`src/rtl/quaternion_euler_stream_monitor_unit_macros.svh`:
```
// ---------------------------------------------------------------------------
// Assertion macros for the quaternion Euler stream monitor
// Property wrappers; compiled out when SYNTH is defined.
// ---------------------------------------------------------------------------
`ifndef QUATERNION_EULER_STREAM_MONITOR_UNIT_MACROS_SVH
`define QUATERNION_EULER_STREAM_MONITOR_UNIT_MACROS_SVH

`ifndef SYNTH
// same-cycle implication
`define QESM_ASSERT_NOW(lbl, clk, rst, ante, cons, msg) \
  lbl: assert property (@(posedge clk) disable iff (rst) (ante) |-> (cons)) else $error(msg);
// next-cycle implication
`define QESM_ASSERT_NEXT(lbl, clk, rst, ante, cons, msg) \
  lbl: assert property (@(posedge clk) disable iff (rst) (ante) |=> (cons)) else $error(msg);
`else
`define QESM_ASSERT_NOW(lbl, clk, rst, ante, cons, msg)
`define QESM_ASSERT_NEXT(lbl, clk, rst, ante, cons, msg)
`endif

`endif

```
`src/rtl/qesm_pkg.sv`:
```
// ---------------------------------------------------------------------------
// qesm_pkg
// Shared types, constants and the arctangent table of the monitor.
// ---------------------------------------------------------------------------
package qesm_pkg;

  localparam int QUAT_WIDTH_DEF      = 16;
  localparam int ANGLE_FRAC_BITS_DEF = 7;

  localparam int MUL_STEPS    = 16;
  localparam int CORDIC_STEPS = 23;
  localparam int SQRT_STEPS   = 32;

  localparam int MAG_W  = 66;   // magnitude registers ahead of normalising
  localparam int CORD_W = 34;   // CORDIC x/y
  localparam int Z_W    = 26;   // CORDIC angle accumulator, 2^-16 degree
  localparam int ANG_W  = 25;   // unsigned angle up to 180 degree

  localparam int DEG90  = 90 * 65536;
  localparam int DEG180 = 180 * 65536;

  typedef enum logic [3:0] {
    S_IDLE, S_MUL, S_DRAIN, S_ANG_LOAD, S_NORM, S_CORDIC, S_ANG_END,
    S_P_CHECK, S_P_NORM, S_SQRT, S_DONE
  } state_t;

  typedef enum logic [3:0] {
    MUL_A0, MUL_A1, MUL_B0, MUL_B1, MUL_WX, MUL_YZ, MUL_WZ, MUL_XY,
    MUL_WW, MUL_XX, MUL_YY, MUL_ZZ, MUL_LL, MUL_LH, MUL_HL, MUL_HH
  } mul_op_t;

  typedef enum logic [1:0] {
    ANG_ROLL, ANG_YAW, ANG_PITCH
  } ang_sel_t;

  typedef struct packed {
    logic       load;
    logic       mul_en;
    mul_op_t    mul_op;
    ang_sel_t   ang_sel;
    logic       ang_load;
    logic       norm_step;
    logic       cordic_init;
    logic       cordic_step;
    logic [4:0] iter;
    logic       ang_write;
    logic       pitch_zero;
    logic       p_norm_step;
    logic       sqrt_step;
    logic       out_load;
  } cmd_t;

  typedef struct packed {
    logic quat_zero;
    logic ab_equal;
    logic p_zero;
    logic p_normed;
    logic mag_zero;
    logic mag_in_range;
  } status_t;

  function automatic int angle_w(input int deg, input int frac);
    return $clog2((deg << frac) + 1) + 1;
  endfunction

  // atan(2^-i) in 2^-16 degree, rounded
  function automatic logic [22:0] atan_lut(input logic [4:0] i);
    logic [22:0] v;
    case (i)
      5'd0:  v = 23'd2949120;
      5'd1:  v = 23'd1740967;
      5'd2:  v = 23'd919879;
      5'd3:  v = 23'd466945;
      5'd4:  v = 23'd234379;
      5'd5:  v = 23'd117304;
      5'd6:  v = 23'd58666;
      5'd7:  v = 23'd29335;
      5'd8:  v = 23'd14668;
      5'd9:  v = 23'd7334;
      5'd10: v = 23'd3667;
      5'd11: v = 23'd1833;
      5'd12: v = 23'd917;
      5'd13: v = 23'd458;
      5'd14: v = 23'd229;
      5'd15: v = 23'd115;
      5'd16: v = 23'd57;
      5'd17: v = 23'd29;
      5'd18: v = 23'd14;
      5'd19: v = 23'd7;
      5'd20: v = 23'd4;
      5'd21: v = 23'd2;
      5'd22: v = 23'd1;
      default: v = 23'd0;
    endcase
    return v;
  endfunction

endpackage

```
`src/rtl/qesm_ctrl.sv`:
```
// ---------------------------------------------------------------------------
// qesm_ctrl
// Sequencer: multiply schedule, angle passes, square root and output hand-off.
// ---------------------------------------------------------------------------
module qesm_ctrl (
  input  logic              clk,
  input  logic              rst,
  input  logic              in_valid,
  output logic              in_stall,
  output logic              out_valid,
  input  logic              out_stall,
  input  qesm_pkg::status_t status,
  output qesm_pkg::cmd_t    cmd
);
  import qesm_pkg::*;

  state_t     state, state_next;
  logic [4:0] cnt, cnt_next;
  ang_sel_t   ang_sel, ang_sel_next;
  logic       out_valid_next;

  always_ff @(posedge clk) begin
    if (rst) begin
      state     <= S_IDLE;
      cnt       <= '0;
      ang_sel   <= ANG_ROLL;
      out_valid <= 1'b0;
    end else begin
      state     <= state_next;
      cnt       <= cnt_next;
      ang_sel   <= ang_sel_next;
      out_valid <= out_valid_next;
    end
  end

  always_comb begin
    state_next   = state;
    cnt_next     = cnt;
    ang_sel_next = ang_sel;
    cmd          = '0;
    cmd.mul_op   = mul_op_t'(cnt[3:0]);
    cmd.ang_sel  = ang_sel;
    cmd.iter     = cnt;
    in_stall     = (state != S_IDLE);

    unique case (state)
      S_IDLE: begin
        if (in_valid) begin
          cmd.load   = 1'b1;
          cnt_next   = '0;
          state_next = S_MUL;
        end
      end
      S_MUL: begin
        if (status.quat_zero) begin
          state_next = S_DONE;
        end else begin
          cmd.mul_en = 1'b1;
          cnt_next   = cnt + 5'd1;
          if (cnt == 5'(MUL_STEPS - 1)) state_next = S_DRAIN;
        end
      end
      S_DRAIN: begin
        ang_sel_next = ANG_ROLL;
        state_next   = S_ANG_LOAD;
      end
      S_ANG_LOAD: begin
        cmd.ang_load = 1'b1;
        state_next   = S_NORM;
      end
      S_NORM: begin
        if (status.mag_zero) begin
          state_next = S_ANG_END;
        end else if (status.mag_in_range) begin
          cmd.cordic_init = 1'b1;
          cnt_next        = '0;
          state_next      = S_CORDIC;
        end else begin
          cmd.norm_step = 1'b1;
        end
      end
      S_CORDIC: begin
        cmd.cordic_step = 1'b1;
        cnt_next        = cnt + 5'd1;
        if (cnt == 5'(CORDIC_STEPS - 1)) state_next = S_ANG_END;
      end
      S_ANG_END: begin
        cmd.ang_write = 1'b1;
        unique case (ang_sel)
          ANG_ROLL: begin
            ang_sel_next = ANG_YAW;
            state_next   = S_ANG_LOAD;
          end
          ANG_YAW:   state_next = S_P_CHECK;
          ANG_PITCH: state_next = S_DONE;
          default:   state_next = S_DONE;
        endcase
      end
      S_P_CHECK: begin
        if (status.ab_equal) begin
          cmd.pitch_zero = 1'b1;
          state_next     = S_DONE;
        end else if (status.p_zero) begin
          ang_sel_next = ANG_PITCH;
          state_next   = S_ANG_LOAD;
        end else begin
          state_next = S_P_NORM;
        end
      end
      S_P_NORM: begin
        if (status.p_normed) begin
          cnt_next   = '0;
          state_next = S_SQRT;
        end else begin
          cmd.p_norm_step = 1'b1;
        end
      end
      S_SQRT: begin
        cmd.sqrt_step = 1'b1;
        cnt_next      = cnt + 5'd1;
        if (cnt == 5'(SQRT_STEPS - 1)) begin
          ang_sel_next = ANG_PITCH;
          state_next   = S_ANG_LOAD;
        end
      end
      S_DONE: begin
        if (!out_valid || !out_stall) begin
          cmd.out_load = 1'b1;
          state_next   = S_IDLE;
        end
      end
      default: state_next = S_IDLE;
    endcase

    if (cmd.out_load)                out_valid_next = 1'b1;
    else if (out_valid && !out_stall) out_valid_next = 1'b0;
    else                              out_valid_next = out_valid;
  end

endmodule

```
`config.mk`:
```
export PLATFORM = sky130hd
export DESIGN_NAME = qesm_ctrl
export DESIGN_NICKNAME = d
export VERILOG_FILES = /design/src/rtl/quaternion_euler_stream_monitor_unit_macros.svh /design/src/rtl/qesm_pkg.sv /design/src/rtl/qesm_ctrl.sv
export SDC_FILE = /design/constraint.sdc
export NUM_CORES = 1
export LEC_CHECK = 0
export ABC_AREA = 1
export ABC_CLOCK_PERIOD_IN_PS = 4700
export BUFFER_PORTS_ARGS = -buffer_cell sky130_fd_sc_hd__buf_2
export CAP_MARGIN = 5
export CORE_UTILIZATION = 50
export DETAILED_ROUTE_END_ITERATION = 8
export HOLD_SLACK_MARGIN = 0.15
export PLACE_DENSITY = 0.78
export SLEW_MARGIN = 20
export SYNTH_ARGS = -nofsm -noshare
export SYNTH_HDL_FRONTEND = slang
export SYNTH_SLANG_ARGS = --single-unit
```
`constraint.sdc`:
```
create_clock -name clk -period 4.7 [get_ports clk]
set_input_delay 0.94 -clock clk [delete_from_list [all_inputs] [get_ports clk]]
set_output_delay 0.94 -clock clk [all_outputs]
set_load 0.01 [all_outputs]
```
==> flow_summary.toml, run 1 <==
[run_status]
status = "finished, final reports clean"

[yosys]
synthFlopType = "dfxtp_1"
synth_warnings = 0
ys_seq_area_frac = 0.223
ys_ff_latch = 12
synth_cells = 177
syn-mean-instance-area_um2 = 6.09
yosysTopAreaCell = "dfxtp_1"
synthArstFlopShare = 0
synth_nets = 191
synth_top_area_share = 0.223
netlist_top_cells_count = "nand2_1 (42), nor2_1 (33), inv_1 (22)"
synth_area_leaders = "dfxtp_1 (22%), nand2_1 (15%), nor2_1 (11%)"
syn_area_mm2 = 0.00108
synth_most_common_cell = "nand2_1"
synth-edff-count = 0
synth_cell_type_count = 21

[timing]
setup_viol = 0
maxSlewHeadroom = 0.746
tightest_slew_ns = 0.379
rsz0062_at_grt = "no"
final_hold_viol_count = 0
finalCriticalPeriod_ns = 2.40
finClkSkew_ns = 0.00717
post-route-period-util = 0.511
maxSlewViolCount = 0
max_freq_mhz = 416
tns_ns = 0

[cells_and_area]
multi_input_area_um2 = 699
fillers = 204
area_delta_synth_final_pct = 17.6
drive_above_1_share = 0.284
final_cells = 235
seq_area_um2 = 240
nets = 223
diodes = 0
design_area_mm2 = 0.00127

[grt]
grt_pass1_wl_um = 4380
overflow = 0
grt_max_degree = 9
grt_pass1_vias = 1028
antenna_found_initial = 0
gr-usage-all-layers = 0.241

[place]
place_inst = 231
placed_cell_area_mm2 = 0.00123
port_buffers = 33
dp_hpwl_um = 2110
place.gp.congestion = 1.01

[route]
antenna_left = 0
via_per_inst = 5.05
first_pass_iters = 4
wl_um = 2600
drc = 0
routedWlPerCell_um = 11.1
dr.first_iter.drc_count = 43
vias = 1186

[clock_network]
holdBufCountCts = 0
cts_root_buf = "clkbuf_4"
numCtsBuffers = 3
cts.sink_count = 12
cts_tree = "yes"
clock_path_buffers = 2
htree_num_levels = 1
ctsResizeCount = 0
clk_pin_slew_worst_paths_ns = 0.09
clkLatencyLatePin_ns = 0.28
post-cts-setup-buffers = 0

[worst_setup_path]
critPathCaptureType = "primary output"
cp-start-kind = "primary input"
path_max_fanout = 3
worstSetupPathType = "in -> out"
cp_data_arrival_time_ns = 1.46
cp.required_ns = 3.76

[job]
drv_cap = 0

[floorplanning]
rows = 16
initial_core_util = 0.539
die_w_um = 48.4
die_area_mm2 = 0.00235
fp.coreArea_mm2 = 0.00200
io_pins = 34
die_h_um = 48.4

[pwr]
intPower_uw = 332
pwr-share-seq = 0.249
ir_drop_v = 0.000346
power_switching_uw = 363
p_leak_nw = 0.717
switching_share = 0.522
power_uw = 695
p_clk_frac = 0.122
power_density_mw_per_mm2 = 548
p_comb_frac = 0.629

[min_path]
hold_path.class = "reg -> reg"
[through the flow]
stage                     hold WS [ns]  worst slack, ns  utilization
after floorplan                  0.494             2.47            -
after global placement           0.465             2.32        0.616
after detailed placement         0.476             2.29        0.616
after CTS                        0.488             2.30        0.634
after global routing             0.522             2.22        0.634
final                            0.482             2.30        0.634
[final cells by class]
class	count	area share
Multi-Input combinational cell	134	0.551
Sequential cell	12	0.189
Timing Repair Buffer	33	0.130
Inverter	25	0.0740
Clock buffer	4	0.0286
Tap cell	27	0.0266
[state kept, by name, indices dropped and copies added (netlist names)]
| name | count |
|---|---|
| cnt | 5 |
| state | 4 |
| ang_sel | 2 |
| out_valid | 1 |
[metal layers]
layer | vias up | part of all wire | track usage
met1 | 522 | 0.44 | 0.298
met5 | - | 0 | 0
met2 | 42 | 0.48 | 0.401
met4 | 0 | 0.018 | 0.0980
met3 | 6 | 0.064 | 0.0566
li1 | 616 | - | -
[cell usage in the layout (no fill, tap or decap)]
cell       n
nand3_1   17
dfxtp_1   12
o21ai_1    1
nand4_1    4
inv_2      3
buf_2     33
xnor2_1    1
o21ai_0    5
nor3_1     3
nand3b_4   1
nand2_4    3
a21oi_1    5
nand2_1   42
nor2_2     7
ha_1       4
nor2_4     2
nor2_8     1
clkbuf_8   1
nand2_2    3
inv_1     22
nor2_1    33
clkbuf_4   3
nand3_2    2
[worst paths after layout]
path                               start                endpoint  slack, ns  depth (start not counted)
setup / recovery               status[1]                 cmd[12]       2.30                          5
hold / removal    out_valid$_SDFFE_PP0P_  out_valid$_SDFFE_PP0P_       0.48                          2
setup reg to reg     cnt[0]$_SDFFE_PP0P_   state[3]$_SDFFE_PP0P_       2.89                         13
hold reg to reg   out_valid$_SDFFE_PP0P_  out_valid$_SDFFE_PP0P_       0.48                          2
[power by group through the flow]
stage          logic, mW  registers, mW  clock network, mW
6_report           0.437          0.173             0.0851
3_3_place_gp       0.426          0.171                  0
4_1_cts            0.437          0.172             0.0875
2_1_floorplan      0.336          0.172                  0
5_1_grt            0.491          0.177             0.0922
3_5_place_dp       0.434          0.174                  0
[critical path, stage by stage]
cell and delay (ns):
buf_2 0.12, nor2_1 0.10, nand3_1 0.10, inv_1 0.08, buf_2 0.12
[kinds of logic (layout without fill, tap and decap cells)]
| family | count (synthesis) | in the layout | share of synthesized area |
|---|---|---|---|
| adder cells (fa/ha/maj) | 4 | 4 | 0.0464 |
| buffers and inverters | 31 | 62 | 0.129 |
| AND/OR/NAND/NOR | 118 | 118 | 0.543 |
| flip-flops | 12 | 12 | 0.223 |
| XOR/XNOR | 1 | 1 | 0.00812 |
| AO/OA/AOI/OAI | 11 | 11 | 0.0510 |
No activity file was read; power rests on OpenSTA's default activity.
==> inputs of run 2 (changes only) <==
--- a/config.mk
+++ b/config.mk
@@ -6,7 +6,7 @@
 export NUM_CORES = 1
 export LEC_CHECK = 0
 export ABC_AREA = 1
-export ABC_CLOCK_PERIOD_IN_PS = 4700
+export ABC_CLOCK_PERIOD_IN_PS = 2400
 export BUFFER_PORTS_ARGS = -buffer_cell sky130_fd_sc_hd__buf_2
 export CAP_MARGIN = 5
 export CORE_UTILIZATION = 50
==> constraint.sdc (replaced) <==
create_clock -name clk -period 2.4 [get_ports clk]
set_input_delay 0.48 -clock clk [delete_from_list [all_inputs] [get_ports clk]]
set_output_delay 0.48 -clock clk [all_outputs]
set_load 0.01 [all_outputs]
==> flow_summary.toml, run 2 (same netlist as run 1, synthesis figures left out) <==
[clock_network]
htree_num_levels = 1
numCtsBuffers = 3
cts_tree = "yes"
ctsResizeCount = 0
post-cts-setup-buffers = 0
holdBufCountCts = 0
cts_root_buf = "clkbuf_4"
clock_path_buffers = 2
clkLatencyLatePin_ns = 0.27
cts.sink_count = 12
clk_pin_slew_worst_paths_ns = 0.08

[worst_setup_path]
cp-start-kind = "flip-flop"
worstSetupPathType = "reg -> out"
slowest_delay_ns = 0.41
cp_num_buf_inv = 2
cp_slowest_cell = "dfxtp_1"
cp_data_arrival_time_ns = 1.41
path_cells = "inv_2, nand2_4, nor2_4, nand2_1, nor2_1, buf_2"
critPathCaptureType = "primary output"
path_delay_family = "simple AND/OR/NAND/NOR gates"
cp.required_ns = 1.92
path_max_fanout = 7

[place]
place.gp.congestion = 0.940
placed_cell_area_mm2 = 0.00123
dp_hpwl_um = 2080
port_buffers = 33

[route]
via_per_inst = 5.16
drc = 0
dr.first_iter.drc_count = 34
wl_um = 2610
first_pass_iters = 4
antenna_left = 0
vias = 1212
routedWlPerCell_um = 11.1

[floorplanning]
io_pins = 34
die_area_mm2 = 0.00235
fp.coreArea_mm2 = 0.00200
die_h_um = 48.4
rows = 16
initial_core_util = 0.539
die_w_um = 48.4

[cells_and_area]
largest_reg_flops = 5
drive_above_1_share = 0.284
reg_top3 = "cnt x5, state x4, ang_sel x2"
design_area_mm2 = 0.00127
largest-register = "cnt"
fillers = 188
area_delta_synth_final_pct = 17.6
diodes = 0
nets = 223
layout_common_cells = "nand2_1 (42), nor2_1 (33), buf_2 (33), inv_1 (22), nand3_1 (17)"
final_common_cell = "nand2_1"

[timing]
final_hold_viol_count = 0
rsz0062_at_grt = "no"
tns_ns = 0
maxSlewHeadroom = 0.756
finalCriticalPeriod_ns = 1.89
maxSlewViolCount = 0
max_freq_mhz = 530
tightest_slew_ns = 0.362
finClkSkew_ns = 0.00326
setup_viol = 0
post-route-period-util = 0.786

[pwr]
p_leak_nw = 0.717
power_mw = 1.37
ir_drop_v = 0.000645
power_density_mw_per_mm2 = 1080

[grt]
antenna_found_initial = 0
grt_pass1_vias = 1090
grt_max_degree = 9
gr-usage-all-layers = 0.242
grt_pass1_wl_um = 4520
overflow = 0

[run_status]
status = "finished, final reports clean"

[min_path]
hold_path.class = "in -> reg"

[job]
drv_cap = 0
-- run 2: cell counts in the layout (fill, tap and decap cells not counted) --
No cell type changed its count.
-- run 2: metrics by stage --
| stage | utilization | setup slack (ns) | cells | hold WS [ns] |
|---|---|---|---|---|
| after floorplan | - | 0.770 | 177 | 0.494 |
| after global routing | 0.634 | 0.401 | 235 | 0.451 |
| final | 0.634 | 0.514 | 235 | 0.460 |
| after CTS | 0.634 | 0.523 | 235 | 0.450 |
| after global placement | 0.616 | 0.771 | 231 | 0.465 |
| after detailed placement | 0.616 | 0.655 | 231 | 0.476 |
-- run 2: where the power goes --
group          internal, mW  leakage (nW)  switching, mW
combinational         0.306         0.598          0.558
sequential            0.254        0.0980         0.0888
clock                0.0922        0.0210         0.0675
total                 0.652         0.717          0.714
-- run 2: final timing paths --
path	from	to	slack (ns)	cells after the start
worst max register to register	cnt[1]$_SDFFE_PP0P_	state[0]$_SDFFE_PP0P_	0.59	13
worst min register to register	ang_sel[0]$_SDFFE_PP0P_	ang_sel[0]$_SDFFE_PP0P_	0.48	2
worst max-delay path	state[3]$_SDFFE_PP0P_	cmd[11]	0.51	6
worst min-delay path	rst	out_valid$_SDFFE_PP0P_	0.46	2
-- run 2: layout make-up --
cell class,count,area [µm²],area share
Clock buffer,4,36.3,0.0286
Inverter,25,93.8,0.0740
Multi-Input combinational cell,134,699,0.551
Sequential cell,12,240,0.189
Tap cell,27,33.8,0.0266
Timing Repair Buffer,33,165,0.130
-- run 2: layer usage --
metal / vias up / global-route usage / routed length [µm]
li1: 615 / - / -
met1: 561 / 0.304 / 1160
met2: 34 / 0.411 / 1280
met3: 2 / 0.0535 / 154
met4: 0 / 0.0784 / 10
met5: - / 0 / 0
